===== src/rtl/grrq_ram.sv =====
// grrq_ram: simple dual-port synchronous RAM, one write and one registered read.
// Used for the group table and the thread store. No dependencies.
module grrq_ram #(
  parameter int W = 8,
  parameter int D = 16
) (
  input  logic                 clk,
  input  logic                 we,
  input  logic [$clog2(D)-1:0] waddr,
  input  logic [W-1:0]         wdata,
  input  logic [$clog2(D)-1:0] raddr,
  output logic [W-1:0]         rdata
);

  logic [W-1:0] mem [D];

  always_ff @(posedge clk) begin
    if (we) begin
      mem[waddr] <= wdata;
    end
    rdata <= mem[raddr];
  end

endmodule


===== config.mk =====
export PLATFORM = sky130hd
export DESIGN_NAME = grrq_ram
export DESIGN_NICKNAME = d
export VERILOG_FILES = /design/src/rtl/grrq_ram.sv
export SDC_FILE = /design/constraint.sdc
export NUM_CORES = 1
export LEC_CHECK = 0
export BUFFER_PORTS_ARGS = -buffer_cell sky130_fd_sc_hd__buf_2
export CAP_MARGIN = 40
export CORE_AREA = 4 4 107 109
export DETAILED_ROUTE_END_ITERATION = 16
export DIE_AREA = 0 0 111 113
export PLACE_DENSITY = 0.62
export RECOVER_POWER = 100
export SLEW_MARGIN = 40
export SYNTH_ARGS = -nofsm -noshare
export SYNTH_HDL_FRONTEND = slang
export SYNTH_SLANG_ARGS = --single-unit
export TNS_END_PERCENT = 50

===== constraint.sdc =====
create_clock -name clk -period 2.59 [get_ports clk]
set_clock_uncertainty 0.1 [all_clocks]
set_input_delay 0.3885 -clock clk [delete_from_list [all_inputs] [get_ports clk]]
set_output_delay 0.3885 -clock clk [all_outputs]
set_load 0.02 [all_outputs]

==> results of run 1 <==
[layout make-up]
class                      instances  share of cell area (%)
timing repair buffer              49                    3.81
clock buffer                      20                    7.38
clock inverter                    12                    2.11
multi-input combinational         83                    17.5
tap                              140                    2.90
sequential                       136                    66.3
[stage by stage]
stage / hold WS (ns) / total power [mW] / instances / util, %
after detailed placement: 0.552 / 2.77 / 408 / 52.5
final: 0.309 / 4.99 / 440 / 57.0
after CTS: 0.152 / 5.04 / 440 / 57.9
after global routing: 0.314 / 5.15 / 440 / 57.0
after floorplan: 0.387 / 2.66 / 229 / -
after global placement: 0.547 / 2.76 / 408 / 52.5
[Yosys cell counts]
master           count
edfxtp_1           128
mux4_2              18
a22oi_1             16
mux4_1              14
nor2_1              13
nand2_1              9
dfxtp_1              8
nor3_1               4
buf_2                3
buf_6                3
clkdlybuf4s25_2      3
nand2b_1             2
nand3b_1             2
and2_1               1
and2b_1              1
buf_4                1
nand3_1              1
nor2b_1              1
or3b_2               1
[sequential cells by signal (all words and copies together) (netlist names)]
signal and count:
rdata 8, mem 128
[power groups by stage]
stage / combinational (mW) / sequential, mW / clock [mW]
after global routing: 0.257 / 2.48 / 2.42
after floorplan: 0.125 / 2.53 / 0
after global placement: 0.246 / 2.52 / 0
after detailed placement: 0.250 / 2.52 / 0
final: 0.235 / 2.47 / 2.28
after CTS: 0.251 / 2.47 / 2.31
[kinds of logic after synthesis]
family | count (synthesis) | share of synthesized area, %
buffers and inverters | 10 | 1.68
AOI/OAI and AO/OA | 16 | 2.33
DFF | 136 | 77.8
and+or+nand+nor | 35 | 3.18
muxes | 32 | 15.0
[metal layers]
layer  GRT usage (%)  vias to the layer above
li1                -                     1091
met1            24.0                     1263
met3            4.55                        7
met5               0                        -
met4            6.81                        0
met2            26.7                      107
[worst max-delay path, stage by stage]
cell,delay (ns)
clkbuf_1,0.13
or3b_2,0.51
nor3_1,0.17
clkbuf_1,0.46
[cell usage in the layout, fill, tap and decap left out, drive strengths merged]
master      n
a22oi      16
clkinvlp    4
or3b        1
nor3        4
buf         9
edfxtp    128
nand2b      2
and2b       1
and2        1
nand2       9
dfxtp       8
nor2b       1
mux4       32
bufinv      2
nand3b      2
nor2       13
clkbuf     60
clkinv      6
nand3       1
[path summary, 6_finish.rpt]
| kind | from | depth (start not counted) | slack [ns] | endpoint |
|---|---|---|---|---|
| setup reg to reg | mem[5][0]$_DFFE_PP_ | 3 | 1.08 | rdata[0]$_DFF_P_ |
| hold / removal | wdata[1] | 1 | 0.31 | mem[7][1]$_DFFE_PP_ |
| setup / recovery | we | 4 | 0.98 | mem[0][3]$_DFFE_PP_ |
| hold reg to reg | mem[15][6]$_DFFE_PP_ | 3 | 0.56 | rdata[6]$_DFF_P_ |
==> flow_metrics.py, run 1 <==
metrics = {
    "timing": {
        "tightestPinTransition_ns": 0.723,
        "finalHoldViolCount": 0,
        "fin_tns_setup_ns": 0,
        "setup_repair_after_global_routing_missed_its_margin": "false",
        "setup-violations-final": 0,
        "slew_headroom_pct": 51.8,
        "fmax_ghz": 0.621,
        "post-route-period-util_pct": 62.2,
        "timing.final.max_slew_violations": 0,
        "post-route-min-period_ns": 1.61,
        "layout_setup_ws_ns": 0.979,
    },
    "setup_path": {
        "worstPathMaxFanout": 8,
        "timing.critical_path.required_ns": 2.63,
        "critical_path.endpoint_type": "flip-flop",
        "worst-endpoint-arrival_ns": 1.65,
        "critPathKind": "input port to flip-flop",
        "startpoint_type": "input port",
    },
    "place": {
        "dpl_cell_area_mm2": 0.00557,
        "placement.setup.worst_slack_ns": 0.568,
        "detailedPlacementHpwl_um": 6200,
        "buffer_ports.inserted": 25,
        "routabilityCongestion": 0.785,
    },
    "cells_and_area": {
        "fillCellCount": 816,
        "syn_to_final_growth_pct": 17.3,
        "layout.nets": 305,
        "fraction_of_final_layout_cells_sized_beyond_drive_strength_1_pct": 19.7,
        "post_route_cell_area_mm2": 0.00604,
        "multi_input_area_mm2": 0.00106,
        "layout.area.seq_mm2": 0.00400,
        "antenna_cells_inserted": 0,
    },
    "detailed_routing": {
        "wirelength_met1_um": 4130,
        "met3WireLength_um": 726,
        "detail_route.drc_violations": 0,
        "detail_route.wirelength_um": 9900,
        "drt_first_iter_violations": 262,
        "vias_per_cell": 5.61,
        "routed_wl_per_cell_um": 22.5,
        "drt_first_pass_iters": 5,
        "drtAntennaViolNets": 0,
        "route.top_layer_used": "met4",
        "dr_total_vias": 2468,
        "detail_route_met2_wl_um": 4930,
    },
    "cts": {
        "worst_skew_pair.late_latency_ns": 0.51,
        "tritoncts": "yes",
        "clk_path_buf_depth": 2,
        "numClockSinks": 136,
        "cts_setup_buffers": 0,
        "cts.hold.buffers_added": 0,
        "cts_root_buffer": "clkbuf_8",
        "cts_repair_resize_count": 0,
        "tritoncts.num_buffers": 17,
        "cts.clk_slew.worst_paths_ns": 0.06,
        "cts-htree-levels": 4,
    },
    "synthesis": {
        "synth.cell_area_mm2": 0.00515,
        "syn_inst": 229,
        "yosys.area.top_type": "edfxtp_1",
        "ys_warn_count": 0,
        "seq_area_frac_synth_pct": 77.8,
        "syn-num-nets": 247,
        "yosysUniqueCellTypes": 19,
        "avgSynthCellArea_um2": 22.5,
        "synth_largest_type_area_fraction_pct": 74.7,
        "yosys-top-cells-area": "edfxtp_1, mux4_2, mux4_1, dfxtp_1, a22oi_1",
        "register_bit_total_from_synthesis": 136,
    },
    "global_route": {
        "grt_first_pass_wirelength_um": 15300,
        "globalRouteTotalUtil_pct": 17.3,
        "first_global_vias": 2484,
        "antenna_violations_before_repair": 0,
        "grt_start_max_net_pins": 33,
        "globalRouteOverflowTotal": 0,
    },
    "floorplanning": {
        "design.core.area_mm2": 0.0106,
        "die_area_mm2": 0.0125,
        "chipHeight_um": 113,
        "floorplan.io_pins": 26,
        "placement_rows": 38,
        "die_w_um": 111,
        "initial_utilization_pct": 48.5,
    },
    "power": {
        "internal_power_mw": 3.97,
        "power.combinational.fraction_pct": 4.7,
        "power.net_switching_mw": 1.02,
        "cellPowerDensity_mw_per_mm2": 826,
        "leakagePower_nw": 1.96,
        "seq_power_share_pct": 49.6,
        "p_clk_share_pct": 45.7,
        "switching_share_of_total_power_pct": 20.5,
        "vdd_drop_max_mv": 0.536,
    },
    "job": {
        "max_cap_viol_count": 0,
    },
    "outcome": {
        "outcome": "complete, no violations",
    },
    "hold_path": {
        "worst_hold_path_type": "input port to flip-flop",
    },
}
No activity file was read; power rests on OpenSTA's default activity.
==> run 2, diff against run 1 <==
Settings changed: ABC_AREA from default to 1, CORE_AREA 4 4 107 109 to 4 4 113 115, DIE_AREA 0 0 111 113 to 0 0 117 119.
Clock period 2.59 ns to 1.6 ns, I/O delays scaled along.
==> flow_metrics.py, run 2 <==
metrics = {
    "job": {
        "max_cap_viol_count": 0,
    },
    "power": {
        "power.net_switching_mw": 1.75,
        "leakagePower_nw": 2.80,
        "p_clk_share_pct": 44.1,
        "internal_power_mw": 6.33,
        "seq_power_share_pct": 49.6,
        "power.combinational.fraction_pct": 6.3,
        "vdd_drop_max_mv": 0.616,
        "switching_share_of_total_power_pct": 21.7,
        "cellPowerDensity_mw_per_mm2": 1220,
    },
    "global_route": {
        "first_global_vias": 3666,
        "globalRouteOverflowTotal": 0,
        "globalRouteTotalUtil_pct": 19.6,
        "grt_first_pass_wirelength_um": 20100,
        "antenna_violations_before_repair": 0,
        "grt_start_max_net_pins": 37,
    },
    "cells_and_area": {
        "syn_to_final_growth_pct": 14.5,
        "registers_with_the_most_flip_flops": "mem: 128 flops, rdata: 8 flops",
        "post_route_cell_area_mm2": 0.00660,
        "layout.nets": 615,
        "postLayoutCoreUtil_pct": 55.9,
        "layout.cells.most_common_list": "nand2_1, edfxtp_1, inv_1, nand3_1, clkbuf_1",
        "antenna_cells_inserted": 0,
        "top_register": "mem",
        "most_common_library_cell_in_the_layout_ignoring_fill_and_taps": "nand2_1",
        "max_ffs_per_register": 128,
        "fraction_of_final_layout_cells_sized_beyond_drive_strength_1_pct": 7.21,
    },
    "floorplanning": {
        "initial_utilization_pct": 48.8,
        "floorplan.io_pins": 26,
        "design.core.area_mm2": 0.0118,
        "placement_rows": 40,
        "chipHeight_um": 119,
        "die_w_um": 117,
        "die_area_mm2": 0.0139,
    },
    "place": {
        "detailedPlacementHpwl_um": 7920,
        "dpl_cell_area_mm2": 0.00614,
        "routabilityCongestion": 0.811,
        "placement.setup.worst_slack_ns": 0.138,
        "buffer_ports.inserted": 25,
    },
    "synthesis": {
        "avgSynthCellArea_um2": 10.5,
        "yosys-top-cells-area": "edfxtp_1, nand2_1, nand3_1, inv_1, dfxtp_1",
        "yosysUniqueCellTypes": 12,
        "syn-num-nets": 569,
        "synth.cells.most_frequent": "nand2_1, edfxtp_1, inv_1",
        "register_bit_total_from_synthesis": 136,
        "synth_enable_flop_cells": 128,
        "synth_top_flop_cell": "edfxtp_1",
        "yosys.area.top_type": "edfxtp_1",
        "seq_area_frac_synth_pct": 69.4,
        "synth_largest_type_area_fraction_pct": 66.7,
        "syn_inst": 551,
        "most_repeated_cell_in_the_gate_level_netlist_after_synthesis": "nand2_1",
        "synth.cell_area_mm2": 0.00577,
        "ys_warn_count": 0,
        "postSynth.asyncResetShare_pct": 0,
    },
    "setup_path": {
        "path_delay_family": "flip-flops",
        "critPathKind": "flip-flop to primary output",
        "cpMaxStageDelayCell": "dfxtp_1",
        "cp_slowest_stage_delay_ns": 0.33,
        "critical_path.reg2reg.startpoint": "mem[11][5]$_DFFE_PP_",
        "worst-endpoint-arrival_ns": 1.00,
        "timing.critical_path.required_ns": 1.26,
        "path_buf_inv": 1,
        "startpoint_type": "flip-flop",
        "path_cells": "clkbuf_1",
        "worstPathMaxFanout": 1,
        "critical_path.endpoint_type": "primary output",
        "timing.critical_path.from": "rdata[6]$_DFF_P_",
    },
    "cts": {
        "cts.clk_slew.worst_paths_ns": 0.06,
        "worst_skew_pair.late_latency_ns": 0.41,
        "tritoncts": "yes",
        "numClockSinks": 136,
        "cts-htree-levels": 4,
        "clk_path_buf_depth": 2,
        "cts.hold.buffers_added": 0,
        "cts_root_buffer": "clkbuf_16",
        "tritoncts.num_buffers": 17,
        "cts_setup_buffers": 0,
        "cts_repair_resize_count": 0,
    },
    "hold_path": {
        "worstHoldStart": "raddr[3]",
        "worst_hold_path_type": "input port to flip-flop",
    },
    "timing": {
        "fmax_ghz": 0.746,
        "timing.final.max_slew_violations": 0,
        "tightestPinTransition_ns": 0.934,
        "finalHoldViolCount": 0,
        "layout_setup_ws_ns": 0.260,
        "setup_repair_after_global_routing_missed_its_margin": "false",
        "fin_tns_setup_ns": 0,
        "post-route-min-period_ns": 1.34,
        "slew_headroom_pct": 37.7,
        "setup-violations-final": 0,
        "post-route-period-util_pct": 83.7,
    },
    "outcome": {
        "outcome": "complete, no violations",
    },
    "detailed_routing": {
        "routed_wl_per_cell_um": 16.8,
        "dr_total_vias": 3788,
        "detail_route.wirelength_um": 12700,
        "vias_per_cell": 5.00,
        "drt_first_iter_violations": 287,
        "drt_first_pass_iters": 5,
        "detail_route.drc_violations": 0,
        "drtAntennaViolNets": 0,
    },
}
## run 2: cell families after synthesis
family	Yosys count	synth area share, %
simple gates	289	21.0
flops	136	69.4
buf+inv	126	9.52
## run 2: layout make-up
class                           instances  area (um2)
Multi-Input combinational cell        289        1210
Clock inverter                          9        77.6
Sequential cell                       136        4000
Fill cell                            1007        5210
Inverter                              102         383
Tap cell                              147         184
Timing Repair Buffer                   51         272
Clock buffer                           23         468
## run 2: worst paths after layout
path | slack (ns) | cells past startpoint | endpoint
worst max-delay path | 0.26 | 1 | rdata[6]
worst min-delay path | 0.06 | 3 | rdata[6]$_DFF_P_
worst max register to register | 0.43 | 6 | rdata[5]$_DFF_P_
worst min register to register | 0.58 | 6 | rdata[2]$_DFF_P_
## run 2: through the flow
| stage | cells | hold WS [ns] | power (mW) |
|---|---|---|---|
| 2_1_floorplan | 551 | 0.239 | 4.39 |
| 3_3_place_gp | 725 | 0.473 | 4.59 |
| 3_5_place_dp | 725 | 0.481 | 4.60 |
| 4_1_cts | 757 | 0.0526 | 8.16 |
| 5_1_grt | 757 | 0.0888 | 8.38 |
| 6_report | 757 | 0.0611 | 8.08 |
## run 2: power groups by stage
| stage | clock network [mW] | registers, mW | logic, mW |
|---|---|---|---|
| floorplan | 0 | 4.11 | 0.281 |
| finish | 3.56 | 4.01 | 0.505 |
| global placement | 0 | 4.08 | 0.516 |
| global route | 3.80 | 4.01 | 0.563 |
| detailed placement | 0 | 4.08 | 0.522 |
| CTS | 3.62 | 4.01 | 0.529 |
## run 2: per-layer routing
layer | vias to the layer above | wire, um | track usage (%)
met3 | 18 | 906 | 4.83
met4 | 0 | 270 | 8.75
met5 | - | 0 | 0
met1 | 1781 | 5640 | 27.4
met2 | 126 | 5910 | 28.9
li1 | 1863 | - | -
