$ cat src/rtl/grrq_pkg.sv
// grrq_pkg: shared types and constants for the grouped round-robin thread queues.
// Holds field widths, mode and status codes, sequencer states and the result beat.
// No dependencies.
package grrq_pkg;

  localparam int MAX_GROUPS_DEF  = 16;
  localparam int MAX_THREADS_DEF = 16;

  localparam int MODE_W = 2;
  localparam int GID_W  = 16;
  localparam int TID_W  = 22;
  localparam int STAT_W = 3;

  typedef enum logic [MODE_W-1:0] {
    MODE_CREATE = 2'd0,
    MODE_DELETE = 2'd1,
    MODE_SWITCH = 2'd2,
    MODE_NONE   = 2'd3
  } mode_t;

  typedef enum logic [STAT_W-1:0] {
    ST_OK         = 3'd0,
    ST_NOT_FOUND  = 3'd1,
    ST_DUPLICATE  = 3'd2,
    ST_TABLE_FULL = 3'd3,
    ST_QUEUE_FULL = 3'd4,
    ST_NOTHING    = 3'd5
  } status_t;

  typedef enum logic [3:0] {
    S_IDLE,
    S_GRD,
    S_GCHK,
    S_HCHK,
    S_DRD,
    S_DCHK,
    S_DEL,
    S_SROT,
    S_WAKE,
    S_DONE
  } state_t;

  typedef struct packed {
    status_t          status;
    logic             wake_valid;
    logic [TID_W-1:0] wake_thread;
    logic             caller_sleeps;
    logic             group_created;
    logic             group_removed;
  } res_t;

endpackage

$ cat src/rtl/grrq_ctrl.sv
// grrq_ctrl: sequencer that walks the group table and thread store, does the
// read-modify-write for create, delete and switch commands and holds the result beat.
// Depends on grrq_pkg; drives two grrq_ram instances.
module grrq_ctrl import grrq_pkg::*; #(
  parameter int MAX_GROUPS            = MAX_GROUPS_DEF,
  parameter int MAX_THREADS_PER_GROUP = MAX_THREADS_DEF,
  localparam int GW  = $clog2(MAX_GROUPS),
  localparam int HW  = $clog2(MAX_THREADS_PER_GROUP),
  localparam int CW  = $clog2(MAX_THREADS_PER_GROUP + 1),
  localparam int AW  = $clog2(MAX_GROUPS * MAX_THREADS_PER_GROUP),
  localparam int GMW = GID_W + HW + CW
) (
  input  logic              clk,
  input  logic              rst_n,
  input  logic              in_valid,
  output logic              in_stall,
  input  logic [MODE_W-1:0] in_mode,
  input  logic [GID_W-1:0]  in_group_id,
  input  logic [TID_W-1:0]  in_thread_id,
  output logic              out_valid,
  input  logic              out_stall,
  output res_t              out_res,
  output logic              g_we,
  output logic [GW-1:0]     g_waddr,
  output logic [GMW-1:0]    g_wdata,
  output logic [GW-1:0]     g_raddr,
  input  logic [GMW-1:0]    g_rdata,
  output logic              s_we,
  output logic [AW-1:0]     s_waddr,
  output logic [TID_W-1:0]  s_wdata,
  output logic [AW-1:0]     s_raddr,
  input  logic [TID_W-1:0]  s_rdata
);

  localparam int T = MAX_THREADS_PER_GROUP;

  state_t            state_r, state_nxt;
  mode_t             mode_r;
  logic [GID_W-1:0]  gid_r, key_r;
  logic [TID_W-1:0]  tid_r;
  logic [GW-1:0]     g_r, free_r;
  logic              free_found_r;
  logic [HW-1:0]     head_r;
  logic [CW-1:0]     cnt_r, i_r;
  logic [MAX_GROUPS-1:0] valid_r;
  res_t              res_r, out_r;
  logic              out_valid_r;

  logic [GID_W-1:0]  gd_key;
  logic [HW-1:0]     gd_head;
  logic [CW-1:0]     gd_cnt;
  logic              last_g, gmatch, free_here, hmatch, create_ok, out_free, in_acc;
  logic              single, q_full, scan_end;
  logic [GW-1:0]     fidx;
  logic [HW-1:0]     nh;

  function automatic logic [HW-1:0] wrap(input logic [HW-1:0] h, input logic [CW-1:0] off);
    logic [CW:0] s;
    s = (CW+1)'(h) + (CW+1)'(off);
    if (s >= (CW+1)'(T)) begin
      s = s - (CW+1)'(T);
    end
    return HW'(s);
  endfunction

  function automatic logic [AW-1:0] saddr(input logic [GW-1:0] g, input logic [HW-1:0] p);
    return AW'(AW'(g) * AW'(T)) + AW'(p);
  endfunction

  assign {gd_key, gd_head, gd_cnt} = g_rdata;
  assign last_g    = (g_r == GW'(MAX_GROUPS - 1));
  assign gmatch    = valid_r[g_r] && (gd_key == gid_r);
  assign free_here = !valid_r[g_r];
  assign hmatch    = (s_rdata == tid_r);
  assign create_ok = free_found_r || free_here;
  assign fidx      = free_found_r ? free_r : g_r;
  assign nh        = wrap(head_r, CW'(1));
  assign single    = (cnt_r <= CW'(1));
  assign q_full    = (cnt_r >= CW'(T));
  assign scan_end  = (i_r == cnt_r);
  assign out_free  = !out_valid_r || !out_stall;
  assign in_acc    = in_valid && !in_stall;

  always_comb begin
    state_nxt = state_r;
    unique case (state_r)
      S_IDLE: begin
        if (in_valid) begin
          state_nxt = (mode_t'(in_mode) == MODE_NONE) ? S_DONE : S_GRD;
        end
      end
      S_GRD: state_nxt = S_GCHK;
      S_GCHK: begin
        if (mode_r == MODE_SWITCH) begin
          if (valid_r[g_r]) state_nxt = S_HCHK;
          else              state_nxt = last_g ? S_DONE : S_GRD;
        end else if (gmatch) begin
          state_nxt = (mode_r == MODE_CREATE) ? S_DRD : S_DEL;
        end else begin
          state_nxt = last_g ? S_DONE : S_GRD;
        end
      end
      S_HCHK: begin
        if (hmatch) state_nxt = single ? S_DONE : S_SROT;
        else        state_nxt = last_g ? S_DONE : S_GRD;
      end
      S_DRD:  state_nxt = scan_end ? S_DONE : S_DCHK;
      S_DCHK: state_nxt = hmatch ? S_DONE : S_DRD;
      S_DEL:  state_nxt = single ? S_DONE : S_WAKE;
      S_SROT: state_nxt = S_WAKE;
      S_WAKE: state_nxt = S_DONE;
      S_DONE: state_nxt = out_free ? S_IDLE : S_DONE;
      default: state_nxt = S_IDLE;
    endcase
  end

  always_comb begin
    in_stall = 1'b1;
    g_we     = 1'b0;
    g_waddr  = g_r;
    g_wdata  = {key_r, head_r, cnt_r};
    g_raddr  = g_r;
    s_we     = 1'b0;
    s_waddr  = saddr(g_r, wrap(head_r, cnt_r));
    s_wdata  = tid_r;
    s_raddr  = saddr(g_r, wrap(head_r, i_r));
    unique case (state_r)
      S_IDLE: in_stall = 1'b0;
      S_GCHK: begin
        s_raddr = saddr(g_r, gd_head);
        if (mode_r == MODE_CREATE && !gmatch && last_g && create_ok) begin
          g_we    = 1'b1;
          g_waddr = fidx;
          g_wdata = {gid_r, HW'(0), CW'(1)};
          s_we    = 1'b1;
          s_waddr = saddr(fidx, HW'(0));
        end
      end
      S_DRD: begin
        if (scan_end && !q_full) begin
          s_we    = 1'b1;
          g_we    = 1'b1;
          g_wdata = {key_r, head_r, CW'(cnt_r + CW'(1))};
        end
      end
      S_DEL: begin
        g_we    = 1'b1;
        g_wdata = single ? {key_r, HW'(0), CW'(0)} : {key_r, nh, CW'(cnt_r - CW'(1))};
        s_raddr = saddr(g_r, nh);
      end
      S_SROT: begin
        s_we    = 1'b1;
        g_we    = 1'b1;
        g_wdata = {key_r, nh, cnt_r};
        s_raddr = saddr(g_r, nh);
      end
      default: ;
    endcase
  end

  always_ff @(posedge clk) begin
    if (!rst_n) begin
      state_r     <= S_IDLE;
      valid_r     <= '0;
      out_valid_r <= 1'b0;
    end else begin
      state_r <= state_nxt;
      if (state_r == S_GCHK && mode_r == MODE_CREATE && !gmatch && last_g && create_ok) begin
        valid_r[fidx] <= 1'b1;
      end
      if (state_r == S_DEL && single) begin
        valid_r[g_r] <= 1'b0;
      end
      if (state_r == S_DONE && out_free) begin
        out_valid_r <= 1'b1;
      end else if (!out_stall) begin
        out_valid_r <= 1'b0;
      end
    end
  end

  always_ff @(posedge clk) begin
    if (in_acc) begin
      mode_r       <= mode_t'(in_mode);
      gid_r        <= in_group_id;
      tid_r        <= in_thread_id;
      g_r          <= '0;
      free_found_r <= 1'b0;
      res_r        <= '0;
      if (mode_t'(in_mode) == MODE_NONE) res_r.status <= ST_NOTHING;
    end
    if ((state_r == S_GCHK || state_r == S_HCHK) && state_nxt == S_GRD) begin
      g_r <= g_r + GW'(1);
    end
    unique case (state_r)
      S_GCHK: begin
        key_r  <= gd_key;
        head_r <= gd_head;
        cnt_r  <= gd_cnt;
        i_r    <= '0;
        if (mode_r == MODE_CREATE && free_here && !free_found_r) begin
          free_found_r <= 1'b1;
          free_r       <= g_r;
        end
        if (last_g) begin
          if (mode_r == MODE_CREATE && !gmatch) begin
            if (create_ok) res_r.group_created <= 1'b1;
            else           res_r.status        <= ST_TABLE_FULL;
          end else if (mode_r == MODE_DELETE && !gmatch) begin
            res_r.status <= ST_NOT_FOUND;
          end else if (mode_r == MODE_SWITCH && !valid_r[g_r]) begin
            res_r.status <= ST_NOT_FOUND;
          end
        end
      end
      S_HCHK: begin
        if (hmatch && single)         res_r.status <= ST_NOTHING;
        else if (!hmatch && last_g)   res_r.status <= ST_NOT_FOUND;
      end
      S_DRD: begin
        if (scan_end) begin
          if (q_full) res_r.status        <= ST_QUEUE_FULL;
          else        res_r.caller_sleeps <= (cnt_r != CW'(0));
        end
      end
      S_DCHK: begin
        if (hmatch) res_r.status <= ST_DUPLICATE;
        else        i_r <= i_r + CW'(1);
      end
      S_DEL: begin
        if (single) res_r.group_removed <= 1'b1;
        else        res_r.wake_valid    <= 1'b1;
      end
      S_SROT: begin
        res_r.wake_valid    <= 1'b1;
        res_r.caller_sleeps <= 1'b1;
      end
      S_WAKE: res_r.wake_thread <= s_rdata;
      S_DONE: begin
        if (out_free) out_r <= res_r;
      end
      default: ;
    endcase
  end

  assign out_valid = out_valid_r;
  assign out_res   = out_r;

endmodule

$ cat config.mk
export PLATFORM = sky130hd
export DESIGN_NAME = grrq_ctrl
export DESIGN_NICKNAME = d
export VERILOG_FILES = /design/src/rtl/grrq_pkg.sv /design/src/rtl/grrq_ctrl.sv
export SDC_FILE = /design/constraint.sdc
export NUM_CORES = 1
export LEC_CHECK = 0
export ABC_CLOCK_PERIOD_IN_PS = 4300
export BUFFER_PORTS_ARGS = -buffer_cell sky130_fd_sc_hd__buf_2
export CORE_UTILIZATION = 24
export CTS_BUF_LIST = sky130_fd_sc_hd__clkbuf_16
export CTS_CLUSTER_SIZE = 10
export DETAILED_ROUTE_END_ITERATION = 10
export PLACE_DENSITY = 0.4
export SYNTH_ARGS = -nofsm -noshare
export SYNTH_HDL_FRONTEND = slang
export SYNTH_SLANG_ARGS = --single-unit
$ cat constraint.sdc
create_clock -name clk -period 4.3 [get_ports clk]
set_input_delay 0.43 -clock clk [delete_from_list [all_inputs] [get_ports clk]]
set_output_delay 0.43 -clock clk [all_outputs]
set_load 0.005 [all_outputs]
==> flow_summary.toml, run 1 <==
[global_route]
grt_first_pass_wirelength_mm = 34.64
first_global_vias = 5786
pin_count_of_the_biggest_net_entering_global_routing = 42
gr-total-overflow = 0
grtUsageTotal_pct = 14.21
antenna_found_initial = 1

[route]
wirelength_mm = 22.55
wire_per_inst_microns = 18.23
route.detailed.vias_per_inst = 4.537
antenna_left = 0
drtPass1Iterations = 10
drt_iter0_drc = 366
drcViolationCount = 6
vias = 5612

[sta]
layout_setup_ws_ns = 0.4025
rsz_0062_raised_after_global_routing = "no"
finalSetupViolations = 0
worst_pin_slew_ns = 0.9549
setup_total_negative_slack_ns = 0
min_period_over_period_pct = 90.64
finalCriticalPeriod_ns = 3.898
achievable-frequency_ghz = 0.2566
worst_slew_margin_rel_pct = 35.67
maxSlewViolCount = 0
finClkSkew_ns = 0.01456
hold_violations_final = 0

[run_status]
failed_checks = "DRC"
outcome = "complete, but fails checks"

[logic_synthesis]
async_reset_ff_share_pct = 0
seq_cells_post_synth = 158
synth.yosys.seq_area_share_pct = 58.77
netlist-cell-type-count = 72
postSynthCellCount = 641
synth.area.top_cells = "sky130_fd_sc_hd__edfxtp_1, sky130_fd_sc_hd__dfxtp_1, sky130_fd_sc_hd__xor2_1"
post_synth_edffs = 129
syn_area_per_cell_sq_um = 11.82
synth_warnings = 0
synth_fp_nets = 750
synthDominantAreaCellType = "sky130_fd_sc_hd__edfxtp_1"
synth_area_sq_um = 7580
ys.flop_type = "sky130_fd_sc_hd__edfxtp_1"
netlist.area_leader.share_pct = 51.11

[layout]
post_route_cells_drive_above_1_share_pct = 32.10
final_nets = 937
syn_to_final_growth_pct = 25.21
num_antenna_cells = 0
finalNonFillerCells = 1237
finish.instance_area_sq_um = 9490

[power]
comb_power_share_pct = 11.0
finalPower_mw = 3.680
ir_worst_vdd_mv = 0.2601
switching_power_uw = 953.8
pwr_density_nw_per_um2 = 387.8
power.leakage_nw = 3.725
internal_power_mw = 2.727
switching_share_pct = 25.91
clock_power_share_pct = 38.9
p_seq_share_pct = 50.1

[clocking]
tritoncts.num_buffers = 17
clk_path_buf_depth = 2
clk_root_buffer_cell = "sky130_fd_sc_hd__clkbuf_16"
tritoncts = "built"
clock-sinks = 158
postCtsSetupRepairBufs = 0
clock_insertion_delay_worst_skew_ns = 0.43
worst_setup_hold_path_clk_slew_ns = 0.07
postCtsHoldBufs = 0
cts-htree-levels = 4
cts-resized-gates = 0

[placed_design]
detailedPlacementHpwl_mm = 16.66
placed_area_sq_um = 8945
port_buffers = 194
pre_cts_ws_ns = 0.8336
numPlacedInstances = 1205
gp_routability_congestion = 0.7817

[critical_path]
startpoint_to_endpoint_class_of_the_critical_path = "flip-flop to primary output"
cp_data_arrival_time_ns = 3.47
crit_path_max_fanout = 22
timing.critical_path.from_type = "flip-flop"
cp-end-kind = "primary output"
worst_ep_required_time_ns = 3.87

[floorplan]
fp.dieArea_sq_um = 32300
die_height_microns = 179.7
die_width_microns = 179.7
floorplan.initialDensity_pct = 24.59
core-area_sq_um = 30830
ios = 195
std_cell_rows = 64

[job]
max_cap_viol_count = 0

[hold_path]
worstHoldPathType = "input pin to flip-flop"
==> Yosys cell counts (3+ instances only) <==
library cell and number:
sky130_fd_sc_hd__ha_1 16, sky130_fd_sc_hd__a21o_1 5, sky130_fd_sc_hd__o31a_1 4, sky130_fd_sc_hd__mux4_2 4, sky130_fd_sc_hd__edfxtp_1 129, sky130_fd_sc_hd__nor4_1 12
sky130_fd_sc_hd__nand2b_1 5, sky130_fd_sc_hd__xnor2_1 13, sky130_fd_sc_hd__nor2b_1 4, sky130_fd_sc_hd__nand4_1 4, sky130_fd_sc_hd__nand2_1 86, sky130_fd_sc_hd__o21ai_0 16
sky130_fd_sc_hd__o221a_2 14, sky130_fd_sc_hd__nor3_1 31, sky130_fd_sc_hd__a31oi_1 5, sky130_fd_sc_hd__a21oi_1 14, sky130_fd_sc_hd__xor2_1 45, sky130_fd_sc_hd__nor2_1 35
sky130_fd_sc_hd__dfxtp_1 29, sky130_fd_sc_hd__inv_1 13, sky130_fd_sc_hd__a22oi_1 3, sky130_fd_sc_hd__buf_6 3, sky130_fd_sc_hd__o211ai_1 5, sky130_fd_sc_hd__clkbuf_1 17
sky130_fd_sc_hd__o41ai_1 3, sky130_fd_sc_hd__buf_4 9, sky130_fd_sc_hd__mux2_2 3, sky130_fd_sc_hd__and2_1 31, sky130_fd_sc_hd__buf_2 7, sky130_fd_sc_hd__nand3_1 19
==> power groups by stage <==
stage | registers (mW) | logic [mW] | clock network [mW]
2_1_floorplan | 1.84 | 0.247 | 0
3_3_place_gp | 1.88 | 0.415 | 0
3_5_place_dp | 1.88 | 0.412 | 0
4_1_cts | 1.84 | 0.414 | 1.49
5_1_grt | 1.85 | 0.453 | 1.54
6_report | 1.84 | 0.406 | 1.43
==> worst paths after layout <==
path / startpoint / endpoint / slack [ns] / cells after the start
max: g_raddr[1] / g_wdata[7] / 0.40 / 9
min: in_group_id[8] / gid_r[8] / 0.17 / 1
max reg2reg: g_raddr[1] / g_raddr[0] / 1.15 / 7
min reg2reg: res_r[8] / out_res[8] / 0.42 / 0
==> cell usage in the layout, fill, tap and decap left out, drive strengths merged, types with 3 or more instances in the layout <==
master,n
nand3,19
and2,31
inv,17
clkinv,11
nand4,5
edfxtp,129
a31oi,5
xor2,45
a21o,6
mux2,3
mux4,4
nor4,12
o41ai,3
xnor2,13
clkbuf,17
o21a,3
dfxtp,29
nand2,87
nor3,31
o221a,15
o31a,4
nor2b,4
a22oi,4
a21oi,14
nand2b,5
o21ai,17
buf,206
o211ai,5
nor2,35
ha,16
==> cell type report <==
class	count	area, sq um
Clock inverter	15	120.1
Timing Repair Buffer	206	1061
Multi-Input combinational cell	430	2878
Sequential cell	158	4454
Inverter	15	56.30
Clock buffer	17	425.4
Tap cell	396	495.5
Fill cell	3168	21340
==> registers in the layout (all words and copies together), names as in the netlist, 5 cells and up <==
signal and flops:
key_r 16, valid_r 16, out_res 29, res_r 29, gid_r 16, s_wdata 22, cnt_r 5, i_r 5
==> per-stage QoR <==
stage / hold slack, ns / util (%)
finish: 0.1748 / 30.78
global route: 0.1430 / 30.78
global placement: 0.4007 / 29.01
floorplan: 0.4000 / -
detailed placement: 0.4057 / 29.01
CTS: 0.1453 / 30.78
==> critical path, stage by stage, from the launching register on <==
cell                       delay (ns)
sky130_fd_sc_hd__edfxtp_1        0.73
sky130_fd_sc_hd__mux4_2          0.58
sky130_fd_sc_hd__mux2i_1         0.30
sky130_fd_sc_hd__o21a_2          0.26
sky130_fd_sc_hd__a21o_2          0.17
sky130_fd_sc_hd__and3b_1         0.25
sky130_fd_sc_hd__buf_4           0.31
sky130_fd_sc_hd__o22ai_1         0.12
sky130_fd_sc_hd__a21o_1          0.21
sky130_fd_sc_hd__buf_2           0.12
==> cells by family after synthesis <==
family                   count (synthesis)  synth area share (%)
AND/OR/NAND/NOR                        244                 15.81
XOR/XNOR                                58                 6.702
adder cells (fa/ha/maj)                 18                 3.169
flip-flops                             158                 58.77
multiplexers                             9                 1.898
buffers and inverters                   53                 3.483
AO/OA/AOI/OAI                          101                 10.17
==> routing by layer <==
layer | up-vias | share of wire, % | GRT usage [%]
met4 | 2 | 1.6 | 4.586
met3 | 24 | 6.3 | 4.558
li1 | 2731 | - | -
met2 | 176 | 45 | 22.05
met1 | 2679 | 47 | 18.65
met5 | - | 0.062 | 0
Power figures use the tool's default switching activity.
==> run 2, diff against run 1 <==
ABC_CLOCK_PERIOD_IN_PS = 4800   (was 4300)
CELL_PAD_IN_SITES_DETAIL_PLACEMENT = 0   (was unset)
CELL_PAD_IN_SITES_GLOBAL_PLACEMENT = 1   (was unset)
PLACE_DENSITY = 0.48   (was 0.4)
clock period = 4.8 ns   (was 4.3 ns; I/O delays follow)
==> run 2 against run 1 <==
Against the previous run:
- the run still ends with DRC left
- largest power group unchanged
- sequential power fell by 10%
- via count increased by 0.87%
- core utilization rose by 0.057 points
- sequential share of layout area fell by 0.086 points
- flip-flop and latch count stayed put
- clock-buffer cell count did not move
- critical path type unchanged
- register-to-register slack barely moved
- die area unchanged
- critical endpoint is now g_wdata[0]
- routed wire length up 1.7%
==> flow_summary.toml, run 2 (synthesis results as in run 1) <==
[floorplan]
fp.dieArea_sq_um = 32300
ios = 195
core-area_sq_um = 30830
std_cell_rows = 64
die_width_microns = 179.7
die_height_microns = 179.7
floorplan.initialDensity_pct = 24.59

[run_status]
failed_checks = "DRC"
outcome = "complete, but fails checks"

[placed_design]
numPlacedInstances = 1199
pre_cts_ws_ns = 1.102
port_buffers = 194
gp_routability_congestion = 0.8037
detailedPlacementHpwl_mm = 17.28

[global_route]
grt_first_pass_wirelength_mm = 35.13
grtUsageTotal_pct = 14.31
gr-total-overflow = 0
pin_count_of_the_biggest_net_entering_global_routing = 42
antenna_found_initial = 0
first_global_vias = 5806

[clocking]
worst_setup_hold_path_clk_slew_ns = 0.08
tritoncts.num_buffers = 17
clock-sinks = 158
postCtsHoldBufs = 0
clk_root_buffer_cell = "sky130_fd_sc_hd__clkbuf_16"
clk_path_buf_depth = 2
cts-resized-gates = 0
tritoncts = "built"
cts-htree-levels = 4
clock_insertion_delay_worst_skew_ns = 0.43
postCtsSetupRepairBufs = 0

[critical_path]
startpoint_to_endpoint_class_of_the_critical_path = "flip-flop to primary output"
crit_path_max_fanout = 37
cp_data_arrival_time_ns = 3.54
worst_ep_required_time_ns = 4.32
worst-r2r-cell-count = 8
timing.critical_path.from_type = "flip-flop"
cp-end-kind = "primary output"

[sta]
setup_total_negative_slack_ns = 0
finalCriticalPeriod_ns = 4.021
layout_setup_ws_ns = 0.7791
min_period_over_period_pct = 83.77
worst_slew_margin_rel_pct = 25.29
rsz_0062_raised_after_global_routing = "no"
finClkSkew_ns = 0.02128
achievable-frequency_ghz = 0.2487
maxSlewViolCount = 0
finalSetupViolations = 0
hold_violations_final = 0
worst_pin_slew_ns = 1.107

[job]
max_cap_viol_count = 0

[power]
power.leakage_nw = 3.722
ir_worst_vdd_mv = 0.1643
pwr_density_nw_per_um2 = 357.3

[layout]
num_antenna_cells = 0
nFillCells = 3208
post_route_cells_drive_above_1_share_pct = 32.10
finalNonFillerCells = 1231
final_nets = 931
layout.cells.most_common_list = "sky130_fd_sc_hd__buf_2, sky130_fd_sc_hd__edfxtp_1, sky130_fd_sc_hd__nand2_1, sky130_fd_sc_hd__xor2_1, sky130_fd_sc_hd__nor2_1"
syn_to_final_growth_pct = 25.44
multi_input_gate_area_in_the_final_layout_sq_um = 2878
ff_latch_area_sq_um = 4454
layout.cells.most_common = "sky130_fd_sc_hd__buf_2"

[route]
route.detailed.vias_per_inst = 4.599
drcViolationCount = 11
vias = 5661
wire_per_inst_microns = 18.64
drtPass1Iterations = 8
antenna_left = 0
wirelength_mm = 22.95
drt_iter0_drc = 286

[hold_path]
worstHoldPathType = "input pin to flip-flop"
hold_path_depth = 1
[run 2: cell count changes in the layout (fill, tap and decap cells not counted)]
cell	before	now
sky130_fd_sc_hd__inv_6	2	1
sky130_fd_sc_hd__inv_8	0	6
sky130_fd_sc_hd__clkinv_4	4	2
sky130_fd_sc_hd__buf_4	12	6
sky130_fd_sc_hd__clkinv_2	3	0
sky130_fd_sc_hd__inv_12	0	1
sky130_fd_sc_hd__bufinv_16	1	0
sky130_fd_sc_hd__clkinv_1	4	0
sky130_fd_sc_hd__clkinv_8	0	4
[run 2: area by class of cell]
class | instances | area share (%)
clock inverter | 15 | 1.921
multi-input combinational | 430 | 30.27
tap | 396 | 5.211
timing repair buffer | 200 | 10.69
clock buffer | 17 | 4.474
inverter | 15 | 0.5922
sequential | 158 | 46.85
[run 2: worst paths after layout]
path / from / end / slack (ns)
worst min-delay path: in_group_id[15] / gid_r[15] / 0.22
worst max register to register: state_r[2] / g_raddr[0] / 1.16
worst min register to register: res_r[11] / out_res[11] / 0.42
worst max-delay path: state_r[2] / g_wdata[0] / 0.78
[run 2: critical path: stages, from the launching register on]
cell and delay [ns]:
sky130_fd_sc_hd__dfxtp_1 0.44, sky130_fd_sc_hd__nor2_1 0.31, sky130_fd_sc_hd__nand3_1 0.35, sky130_fd_sc_hd__inv_2 0.70, sky130_fd_sc_hd__nand4_4 0.69, sky130_fd_sc_hd__o21ai_0 0.33
sky130_fd_sc_hd__o31a_1 0.16, sky130_fd_sc_hd__buf_2 0.11
[run 2: stage by stage]
step           hold slack (ns)  utilization, %  instance area, sq um  total power [mW]
6_report                0.2163           30.84                  9508             3.397
5_1_grt                 0.1954           30.84                  9508             3.539
4_1_cts                 0.1993           30.84                  9508             3.449
3_5_place_dp            0.4056           28.87                  8900             2.046
3_3_place_gp            0.4001           28.87                  8900             2.051
2_1_floorplan           0.4000               -                  7580             1.872
[run 2: per-layer routing]
metal / vias to the layer above / share of wire [%] / GRT usage [%] / routed length [microns]
met4: 0 / 1.7 / 4.310 / 396
li1: 2715 / - / - / -
met1: 2718 / 48 / 19.56 / 10970
met3: 21 / 4.7 / 3.079 / 1088
met2: 207 / 46 / 22.58 / 10490
met5: - / 0 / 0 / 0
[run 2: power by group]
part / switching (mW) / total [mW] / internal [mW]
combinational: 0.218 / 0.363 / 0.144
sequential: 0.0648 / 1.65 / 1.58
clock: 0.676 / 1.39 / 0.711
